--- src/hdl/tksi_pkg.sv ---
// tksi_pkg: shared types and constants for the top-k sorted insert unit
// holds beat field widths, status codes, controller states and the result record
// no dependencies
package tksi_pkg;

  localparam int KEY_W       = 64;
  localparam int SCORE_W     = 32;
  localparam int IDX_W       = 4;
  localparam int RANK_W      = 4;
  localparam int CNT_W       = 4;
  localparam int IN_TDATA_W  = 104;
  localparam int OUT_TDATA_W = 104;
  localparam int OUT_TUSER_W = 3;

  localparam logic MODE_INSERT = 1'b0;
  localparam logic MODE_READ   = 1'b1;

  typedef enum logic [2:0] {
    STAT_INSERTED  = 3'd0,
    STAT_DUPLICATE = 3'd1,
    STAT_REJECTED  = 3'd2,
    STAT_READ_OK   = 3'd3,
    STAT_RANGE     = 3'd4
  } status_t;

  typedef enum logic [3:0] {
    ST_IDLE,
    ST_SCAN,
    ST_SCAN_END,
    ST_DECIDE,
    ST_SHIFT,
    ST_SHIFT_END,
    ST_PLACE,
    ST_READ,
    ST_READ_WAIT,
    ST_DONE
  } state_t;

  typedef struct packed {
    status_t                     status;
    logic [RANK_W-1:0]           rank;
    logic [KEY_W-1:0]            entry_key;
    logic signed [SCORE_W-1:0]   entry_score;
    logic [CNT_W-1:0]            entry_count;
  } res_t;

endpackage

--- src/hdl/tksi_store.sv ---
// tksi_store: entry memory of the top-k unit, one write and one read port
// read data is registered; no package needed
module tksi_store #(
  parameter int DEPTH = 10,
  parameter int WIDTH = 96,
  parameter int AW    = 4
) (
  input  logic             clk,
  input  logic             we,
  input  logic [AW-1:0]    waddr,
  input  logic [WIDTH-1:0] wdata,
  input  logic [AW-1:0]    raddr,
  output logic [WIDTH-1:0] rdata
);

  logic [WIDTH-1:0] mem [DEPTH];
  logic [WIDTH-1:0] rdata_r;

  always_ff @(posedge clk) begin
    if (we) begin
      mem[waddr] <= wdata;
    end
  end

  always_ff @(posedge clk) begin
    rdata_r <= mem[raddr];
  end

  assign rdata = rdata_r;

endmodule

--- src/hdl/tksi_ctrl.sv ---
// tksi_ctrl: sequencer for the top-k unit, scans the entry memory, shifts and places
// uses tksi_pkg for states, status codes and the result record
module tksi_ctrl #(
  parameter int CAPACITY = 10,
  parameter int KEY_BITS = 64,
  parameter int AW       = 4,
  parameter int CW       = 4
) (
  input  logic                             clk,
  input  logic                             rst_n,
  input  logic                             in_valid,
  output logic                             in_ready,
  input  logic                             in_mode,
  input  logic [tksi_pkg::KEY_W-1:0]       in_key,
  input  logic signed [tksi_pkg::SCORE_W-1:0] in_score,
  input  logic [tksi_pkg::IDX_W-1:0]       in_idx,
  output logic                             res_valid,
  input  logic                             res_ready,
  output tksi_pkg::res_t                   res,
  output logic                             mem_we,
  output logic [AW-1:0]                    mem_waddr,
  output logic [KEY_BITS+tksi_pkg::SCORE_W-1:0] mem_wdata,
  output logic [AW-1:0]                    mem_raddr,
  input  logic [KEY_BITS+tksi_pkg::SCORE_W-1:0] mem_rdata
);

  localparam int SW = tksi_pkg::SCORE_W;

  tksi_pkg::state_t state_r, state_nxt;
  logic [CW-1:0]          count_r, count_nxt;
  logic [KEY_BITS-1:0]    key_r, key_nxt;
  logic signed [SW-1:0]   score_r, score_nxt;
  logic [AW-1:0]          idx_r, idx_nxt;
  logic [AW-1:0]          ptr_r, ptr_nxt;
  logic                   cmp_v_r, cmp_v_nxt;
  logic [AW-1:0]          cmp_idx_r, cmp_idx_nxt;
  logic                   dup_r, dup_nxt;
  logic [CW-1:0]          pos_r, pos_nxt;
  logic signed [SW-1:0]   last_score_r, last_score_nxt;
  logic [AW-1:0]          sh_r, sh_nxt;
  logic                   shw_v_r, shw_v_nxt;
  logic [AW-1:0]          shw_addr_r, shw_addr_nxt;
  tksi_pkg::res_t         res_r, res_nxt;

  logic [KEY_BITS-1:0]    rd_key;
  logic signed [SW-1:0]   rd_score;
  logic                   full;
  logic                   take;
  logic [CW-1:0]          tgt;
  logic                   rd_oob;

  assign rd_key   = mem_rdata[KEY_BITS+SW-1:SW];
  assign rd_score = signed'(mem_rdata[SW-1:0]);
  assign full     = (count_r == CW'(CAPACITY));
  // room left, or strictly above the lowest entry
  assign take     = !full || (score_r > last_score_r);
  assign tgt      = full ? CW'(CAPACITY - 1) : count_r;
  assign rd_oob   = (in_idx >= tksi_pkg::IDX_W'(count_r));

  always_ff @(posedge clk) begin
    if (!rst_n) begin
      state_r <= tksi_pkg::ST_IDLE;
      count_r <= '0;
      cmp_v_r <= 1'b0;
      shw_v_r <= 1'b0;
    end else begin
      state_r <= state_nxt;
      count_r <= count_nxt;
      cmp_v_r <= cmp_v_nxt;
      shw_v_r <= shw_v_nxt;
    end
  end

  always_ff @(posedge clk) begin
    key_r        <= key_nxt;
    score_r      <= score_nxt;
    idx_r        <= idx_nxt;
    ptr_r        <= ptr_nxt;
    cmp_idx_r    <= cmp_idx_nxt;
    dup_r        <= dup_nxt;
    pos_r        <= pos_nxt;
    last_score_r <= last_score_nxt;
    sh_r         <= sh_nxt;
    shw_addr_r   <= shw_addr_nxt;
    res_r        <= res_nxt;
  end

  // next state
  always_comb begin
    state_nxt = state_r;
    case (state_r)
      tksi_pkg::ST_IDLE: begin
        if (in_valid) begin
          if (in_mode == tksi_pkg::MODE_READ) begin
            state_nxt = rd_oob ? tksi_pkg::ST_DONE : tksi_pkg::ST_READ;
          end else begin
            state_nxt = (count_r == '0) ? tksi_pkg::ST_DECIDE : tksi_pkg::ST_SCAN;
          end
        end
      end
      tksi_pkg::ST_SCAN: begin
        if (CW'(ptr_r) == count_r - CW'(1)) begin
          state_nxt = tksi_pkg::ST_SCAN_END;
        end
      end
      tksi_pkg::ST_SCAN_END: state_nxt = tksi_pkg::ST_DECIDE;
      tksi_pkg::ST_DECIDE: begin
        if (dup_r || !take) begin
          state_nxt = tksi_pkg::ST_DONE;
        end else if (tgt > pos_r) begin
          state_nxt = tksi_pkg::ST_SHIFT;
        end else begin
          state_nxt = tksi_pkg::ST_PLACE;
        end
      end
      tksi_pkg::ST_SHIFT: begin
        if (CW'(sh_r) == pos_r + CW'(1)) begin
          state_nxt = tksi_pkg::ST_SHIFT_END;
        end
      end
      tksi_pkg::ST_SHIFT_END: state_nxt = tksi_pkg::ST_PLACE;
      tksi_pkg::ST_PLACE:     state_nxt = tksi_pkg::ST_DONE;
      tksi_pkg::ST_READ:      state_nxt = tksi_pkg::ST_READ_WAIT;
      tksi_pkg::ST_READ_WAIT: state_nxt = tksi_pkg::ST_DONE;
      tksi_pkg::ST_DONE: begin
        if (res_ready) begin
          state_nxt = tksi_pkg::ST_IDLE;
        end
      end
      default: state_nxt = tksi_pkg::ST_IDLE;
    endcase
  end

  // datapath and memory port
  always_comb begin
    count_nxt      = count_r;
    key_nxt        = key_r;
    score_nxt      = score_r;
    idx_nxt        = idx_r;
    ptr_nxt        = ptr_r;
    cmp_v_nxt      = 1'b0;
    cmp_idx_nxt    = cmp_idx_r;
    dup_nxt        = dup_r;
    pos_nxt        = pos_r;
    last_score_nxt = last_score_r;
    sh_nxt         = sh_r;
    shw_v_nxt      = 1'b0;
    shw_addr_nxt   = shw_addr_r;
    res_nxt        = res_r;
    mem_we         = 1'b0;
    mem_waddr      = shw_addr_r;
    mem_wdata      = mem_rdata;
    mem_raddr      = ptr_r;
    in_ready       = 1'b0;
    res_valid      = 1'b0;

    // compare stage, one entry per cycle behind the read
    if (cmp_v_r) begin
      if (rd_key == key_r && rd_score == score_r) begin
        dup_nxt = 1'b1;
      end
      if (rd_score >= score_r) begin
        pos_nxt = CW'(cmp_idx_r) + CW'(1);
      end
      last_score_nxt = rd_score;
    end

    // shift write lands in the cycle after its read
    if (shw_v_r) begin
      mem_we    = 1'b1;
      mem_waddr = shw_addr_r;
      mem_wdata = mem_rdata;
    end

    case (state_r)
      tksi_pkg::ST_IDLE: begin
        in_ready = 1'b1;
        if (in_valid) begin
          key_nxt   = in_key[KEY_BITS-1:0];
          score_nxt = in_score;
          idx_nxt   = in_idx[AW-1:0];
          ptr_nxt   = '0;
          dup_nxt   = 1'b0;
          pos_nxt   = '0;
          res_nxt             = '0;
          res_nxt.entry_count = tksi_pkg::CNT_W'(count_r);
          res_nxt.status      = tksi_pkg::STAT_RANGE;
        end
      end
      tksi_pkg::ST_SCAN: begin
        mem_raddr   = ptr_r;
        cmp_v_nxt   = 1'b1;
        cmp_idx_nxt = ptr_r;
        ptr_nxt     = ptr_r + AW'(1);
      end
      tksi_pkg::ST_DECIDE: begin
        if (dup_r) begin
          res_nxt.status = tksi_pkg::STAT_DUPLICATE;
        end else if (take) begin
          res_nxt.status = tksi_pkg::STAT_INSERTED;
          res_nxt.rank   = tksi_pkg::RANK_W'(pos_r);
          sh_nxt         = tgt[AW-1:0];
          if (!full) begin
            count_nxt           = count_r + CW'(1);
            res_nxt.entry_count = tksi_pkg::CNT_W'(count_r + CW'(1));
          end
        end else begin
          res_nxt.status = tksi_pkg::STAT_REJECTED;
        end
      end
      tksi_pkg::ST_SHIFT: begin
        mem_raddr    = sh_r - AW'(1);
        shw_v_nxt    = 1'b1;
        shw_addr_nxt = sh_r;
        sh_nxt       = sh_r - AW'(1);
      end
      tksi_pkg::ST_PLACE: begin
        mem_we    = 1'b1;
        mem_waddr = pos_r[AW-1:0];
        mem_wdata = {key_r, score_r};
      end
      tksi_pkg::ST_READ: begin
        mem_raddr = idx_r;
      end
      tksi_pkg::ST_READ_WAIT: begin
        res_nxt.status      = tksi_pkg::STAT_READ_OK;
        res_nxt.rank        = tksi_pkg::RANK_W'(idx_r);
        res_nxt.entry_key   = tksi_pkg::KEY_W'(rd_key);
        res_nxt.entry_score = rd_score;
      end
      tksi_pkg::ST_DONE: begin
        res_valid = 1'b1;
      end
      default: begin
      end
    endcase
  end

  assign res = res_r;

  // the shift write and the placement never share a cycle
  assert property (@(posedge clk) disable iff (!rst_n)
    !(shw_v_r && state_r == tksi_pkg::ST_PLACE))
    else $error("shift write collides with placement");

  // the memory is written only while an insert is being carried out
  assert property (@(posedge clk) disable iff (!rst_n)
    mem_we |-> (state_r == tksi_pkg::ST_SHIFT || state_r == tksi_pkg::ST_SHIFT_END ||
                state_r == tksi_pkg::ST_PLACE))
    else $error("memory write outside an insert");

  // fill count only ever grows by one, and never past the capacity
  assert property (@(posedge clk) disable iff (!rst_n)
    ($past(rst_n) && count_r != $past(count_r)) |->
      (count_r == $past(count_r) + CW'(1) && count_r <= CW'(CAPACITY)))
    else $error("fill count moved wrongly");

  // a placement always follows a decision to insert
  assert property (@(posedge clk) disable iff (!rst_n)
    (state_r == tksi_pkg::ST_PLACE) |=>
      (state_r == tksi_pkg::ST_DONE && res_r.status == tksi_pkg::STAT_INSERTED))
    else $error("placement without an insert result");

endmodule

--- src/hdl/top_k_sorted_insert_unit.sv ---
// top_k_sorted_insert_unit: leaderboard of the best scores kept in descending order
// instantiates tksi_ctrl and tksi_store, uses tksi_pkg
//
// An insert reads the stored entries one a cycle through the single read port of the
// entry memory, then moves the entries below the new place down one slot (one a cycle,
// read and write overlapped) and writes the new entry. An insert into an empty list skips
// the scan, and a duplicate or a rejected entry moves and writes nothing. A read of an
// index beyond the stored entries goes to the result without reading the memory. Items
// are handled one at a time; the result sits in an output register, so the next beat is
// taken while it waits. The store starts empty.
module top_k_sorted_insert_unit #(
  parameter int CAPACITY = 10,
  parameter int KEY_BITS = 64
) (
  input  logic                                 clk,
  input  logic                                 rst_n,
  input  logic                                 in_tvalid,
  output logic                                 in_tready,
  // [63:0] player_key, [95:64] score, [99:96] read_index, [103:100] zero
  input  logic [tksi_pkg::IN_TDATA_W-1:0]      in_tdata,
  // [0] mode
  input  logic                                 in_tuser,
  output logic                                 out_tvalid,
  input  logic                                 out_tready,
  // [3:0] rank, [67:4] entry_key, [99:68] entry_score, [103:100] entry_count
  output logic [tksi_pkg::OUT_TDATA_W-1:0]     out_tdata,
  // [2:0] status
  output logic [tksi_pkg::OUT_TUSER_W-1:0]     out_tuser
);

  localparam int AW = (CAPACITY > 1) ? $clog2(CAPACITY) : 1;
  localparam int CW = $clog2(CAPACITY + 1);
  localparam int MW = KEY_BITS + tksi_pkg::SCORE_W;

  logic                 res_valid;
  logic                 res_ready;
  tksi_pkg::res_t       res;
  logic                 mem_we;
  logic [AW-1:0]        mem_waddr;
  logic [MW-1:0]        mem_wdata;
  logic [AW-1:0]        mem_raddr;
  logic [MW-1:0]        mem_rdata;

  logic                 out_valid_r, out_valid_nxt;
  tksi_pkg::res_t       out_res_r, out_res_nxt;

  tksi_ctrl #(
    .CAPACITY (CAPACITY),
    .KEY_BITS (KEY_BITS),
    .AW       (AW),
    .CW       (CW)
  ) u_ctrl (
    .clk       (clk),
    .rst_n     (rst_n),
    .in_valid  (in_tvalid),
    .in_ready  (in_tready),
    .in_mode   (in_tuser),
    .in_key    (in_tdata[63:0]),
    .in_score  (signed'(in_tdata[95:64])),
    .in_idx    (in_tdata[99:96]),
    .res_valid (res_valid),
    .res_ready (res_ready),
    .res       (res),
    .mem_we    (mem_we),
    .mem_waddr (mem_waddr),
    .mem_wdata (mem_wdata),
    .mem_raddr (mem_raddr),
    .mem_rdata (mem_rdata)
  );

  tksi_store #(
    .DEPTH (CAPACITY),
    .WIDTH (MW),
    .AW    (AW)
  ) u_store (
    .clk   (clk),
    .we    (mem_we),
    .waddr (mem_waddr),
    .wdata (mem_wdata),
    .raddr (mem_raddr),
    .rdata (mem_rdata)
  );

  // output register takes a new result when empty or being drained
  assign res_ready = !out_valid_r || out_tready;

  always_comb begin
    out_valid_nxt = out_valid_r;
    out_res_nxt   = out_res_r;
    if (out_valid_r && out_tready) begin
      out_valid_nxt = 1'b0;
    end
    if (res_valid && res_ready) begin
      out_valid_nxt = 1'b1;
      out_res_nxt   = res;
    end
  end

  always_ff @(posedge clk) begin
    if (!rst_n) begin
      out_valid_r <= 1'b0;
    end else begin
      out_valid_r <= out_valid_nxt;
    end
  end

  always_ff @(posedge clk) begin
    out_res_r <= out_res_nxt;
  end

  assign out_tvalid = out_valid_r;
  assign out_tdata  = {out_res_r.entry_count, out_res_r.entry_score,
                       out_res_r.entry_key, out_res_r.rank};
  assign out_tuser  = out_res_r.status;

endmodule

--- config.mk ---
export PLATFORM = sky130hd
export DESIGN_NAME = top_k_sorted_insert_unit
export DESIGN_NICKNAME = d
export VERILOG_FILES = /design/src/hdl/tksi_pkg.sv /design/src/hdl/tksi_store.sv /design/src/hdl/tksi_ctrl.sv /design/src/hdl/top_k_sorted_insert_unit.sv
export SDC_FILE = /design/constraint.sdc
export NUM_CORES = 2
export LEC_CHECK = 0
export ABC_AREA = 1
export BUFFER_PORTS_ARGS = -buffer_cell sky130_fd_sc_hd__buf_2
export CAP_MARGIN = 5
export CORE_ASPECT_RATIO = 1.25
export CORE_MARGIN = 3
export CORE_UTILIZATION = 62
export DETAILED_ROUTE_END_ITERATION = 16
export PLACE_DENSITY = 0.8
export SYNTH_ARGS = -nofsm -noshare
export SYNTH_HDL_FRONTEND = slang
export SYNTH_SLANG_ARGS = --single-unit
export TNS_END_PERCENT = 50
--- constraint.sdc ---
create_clock -name clk -period 10.3 [get_ports clk]
set_input_delay 1.03 -clock clk [delete_from_list [all_inputs] [get_ports clk]]
set_output_delay 1.03 -clock clk [all_outputs]
set_load 0.05 [all_outputs]
==> flow_summary.yaml <==
status:
  outcome: "completed"
worst_setup_path:
  worstSetupPathType: "reg -> reg"
  cp-end-kind: "flop"
  r2r_cells: 8
  reg2reg_from: "u_ctrl.state_r[2]"
  critical_path_required_ns: 10.63
  rrSetupSlack_ns: 5.64
  critPathCapture: "u_store.mem[1][85]"
  crit_slowest_cell: "buf_4"
  r2r_end: "u_store.mem[1][85]"
  path_cells: "inv_2 > nor2_4 > nand3_4 > o21ai_0 > nand3_1 > nor2_4 > buf_4 > buf_4"
  crit_arrival_ns: 4.99
  worstSetupStartpoint: "u_ctrl.state_r[2]"
  crit_fanout: 74
  cp-start-kind: "flop"
  crit_path_max_incr_delay_ns: 0.89
layout:
  layout.area.seq_mm2: 0.0419
  area_delta_synth_final_pct: 12.2
  drive_gt1_frac: 0.107
  multi_input_area_mm2: 0.0115
  fin_util: 0.707
  finish.instance_area_mm2: 0.0641
  nFillCells: 5637
  nNetsFinal: 4872
  antenna_cells: 0
routing:
  drtAntennaViolNets: 0
  route.detailed.drc: 0
  top_layer: "met4"
  vias_per_cell: 5.97
  firstDrtPassIters: 6
  routed-wl-met2_um: 66100
  drt-met1-wl_um: 48900
  finalWirelength_um: 134000
  drt_iter0_drc: 4301
  dr_total_vias: 35800
  wire_per_inst_um: 22.4
  met3_wirelength_um: 11900
logic_synthesis:
  ys_seq_elements: 1434
  ys.flop_type: "edfxtp_1"
  synth_area_per_cell_um2: 12.7
  synth-edff-count: 1322
  synth.most_common_cell: "edfxtp_1"
  synthesis.instances: 4506
  synthTopCellsByCount: "edfxtp_1, inv_1, nand2_1, a21oi_1, o21ai_0"
  synth_area_leader_cell: "edfxtp_1"
  synthArstFlopShare: 0
  ys.warnings.count: 0
  synth.distinct_cells: 50
  ys_seq_area_frac: 0.734
  synth_top_cell_area_share: 0.695
  netlist_area_mm2: 0.0571
  syn-num-nets: 4694
  synth.top_cells.by_area: "edfxtp_1, inv_1, dfxtp_1"
sta:
  slew_headroom: 0.171
  hold_violations: 0
  max_freq_ghz: 0.215
  fin_crit_sh: 0.452
  fin_setup_tns_ns: 0
  finalSetupViolCount: 0
  setup_slack_ns: 5.64
  worst-slew-pin-transition_ns: 1.23
  grt_setup_unrepaired: "no"
  slew_viol_final: 0
  fin_skew_ns: 0.0401
  min_period_ns: 4.66
grt:
  grt_max_degree: 272
  grt_pass1_wl_um: 202000
  grt_antenna_before_repair: 2
  first_global_vias: 35100
  overflow: 0
  gr-usage-all-layers: 0.277
cts:
  ctsHoldBuffers: 0
  cts_buffers: 139
  cts_max_level: 4
  cts.sinks: 1434
  cts_resized: 0
  worstSkewPairLatency_ns: 0.74
  clk_pin_slew_ns: 0.06
  cts_root_buf: "clkbuf_16"
  clk_path_buf_depth: 3
  post_cts_buffers: 0
  cts_tree: "yes"
floorplanning:
  chipHeight_um: 345
  die_x_um: 277
  ios: 218
  die_area_mm2: 0.0958
  start_util: 0.630
  core_area_mm2: 0.0906
  rows: 123
placed_design:
  postPlaceCellArea_mm2: 0.0592
  port_buffers: 213
  pre_cts_ws_ns: 5.71
  dpl.hpwl_um: 72000
  gp_congestion: 0.866
job:
  drv_cap: 0
worst_hold_path:
  worstHoldPathType: "reg -> reg"
power_and_ir_drop:
  powerDensity_mw_per_mm2: 300
  ir_drop_mv: 0.312
  power_leakage_nw: 24.7
-- routing by layer --
layer,up-vias,global-route usage
met5,-,0
met2,1899,0.458
met4,0,0.151
li1,16200,-
met3,377,0.0445
met1,17300,0.352
-- how the worst min path moves through the flow --
stage	from	to	slack [ns]	cells after the start
5_1_grt	u_ctrl.res[32]	out_tdata[96]	0.42	0
4_1_cts	u_ctrl.res[102]	out_tdata[2]	0.41	0
3_3_place_gp	u_ctrl.res[101]	out_tdata[1]	0.40	0
2_1_floorplan	u_ctrl.res[100]	out_tdata[0]	0.40	0
6_report	u_ctrl.res[102]	out_tdata[2]	0.41	0
3_5_place_dp	u_ctrl.res[47]	out_tdata[15]	0.40	0
-- sequential cells by signal, summed over array words and instances, names as in the netlist --
register and flops:
u_ctrl.last_score_r 32, u_ctrl.cmp_idx_r 4, u_ctrl.shw_v_r 1, out_tdata 104
out_tvalid 1, u_ctrl.sh_r 4, u_ctrl.dup_r 1, out_tuser 3
u_ctrl.ptr_r 4, u_ctrl.cmp_v_r 1, u_ctrl.score_r 32, u_ctrl.pos_r 4
u_ctrl.res 107, u_ctrl.shw_addr_r 4, u_ctrl.key_r 64, u_ctrl.count_r 4
u_store.mem 960, u_ctrl.state_r 4, u_store.rdata 96, u_ctrl.idx_r 4
-- cell usage in the layout (no fill, tap or decap), drive strengths merged, types with 2 or more instances in the layout --
cell type	synthesis	layout
edfxtp	1322	1322
inv	744	751
nand2	499	499
o21ai	320	320
a21oi	313	313
nand3	280	280
buf	123	260
o211ai	250	250
nor2	200	200
clkbuf	101	183
dfxtp	112	112
ha	79	79
clkinv	1	47
a31o	40	40
o22ai	30	30
xor2	24	24
bufinv	0	17
nand4	12	12
xnor2	12	12
a221oi	9	9
nor4	7	7
clkinvlp	0	6
nor3	5	5
o2111ai	4	4
a31oi	3	3
a211oi	3	3
o21a	2	2
and3	2	2
nor3b	2	2
-- metrics by stage --
stage | total power (W) | hold WS (ns) | std cells
after floorplan | 0.0122 | 0.400 | 4506
after global placement | 0.0136 | 0.400 | 5729
after detailed placement | 0.0138 | 0.405 | 5729
after CTS | 0.0192 | 0.405 | 5987
after global routing | 0.0202 | 0.418 | 5988
final | 0.0192 | 0.407 | 5988
-- layout make-up --
| cell class | instances | area share |
|---|---|---|
| Clock buffer | 182 | 0.0613 |
| Clock inverter | 76 | 0.0147 |
| Tap cell | 1187 | 0.0232 |
| Multi-Input combinational cell | 2103 | 0.180 |
| Timing Repair Buffer | 261 | 0.0230 |
| Sequential cell | 1434 | 0.655 |
| Inverter | 745 | 0.0437 |
-- where the power goes --
part / switching (W) / internal (W) / total [W]
clock: 0.00217 / 0.00314 / 0.00531
sequential: 0.000427 / 0.00784 / 0.00827
combinational: 0.00409 / 0.00155 / 0.00564
-- logic make-up after synthesis --
| family | synth area share |
|---|---|
| AO/OA/AOI/OAI | 0.102 |
| XOR/XNOR | 0.00552 |
| adder cells (fa/ha/maj) | 0.0173 |
| buffers and inverters | 0.0665 |
| flip-flops | 0.734 |
| AND/OR/NAND/NOR | 0.0744 |
-- critical path: cells and delay by family, from the launching register on --
| family | cells | cell delay [ns] |
|---|---|---|
| compound gates | 1 | 0.75 |
| buf+inv | 3 | 1.72 |
| flops | 1 | 0.36 |
| simple gates | 4 | 1.36 |
Power figures use the tool's default switching activity.
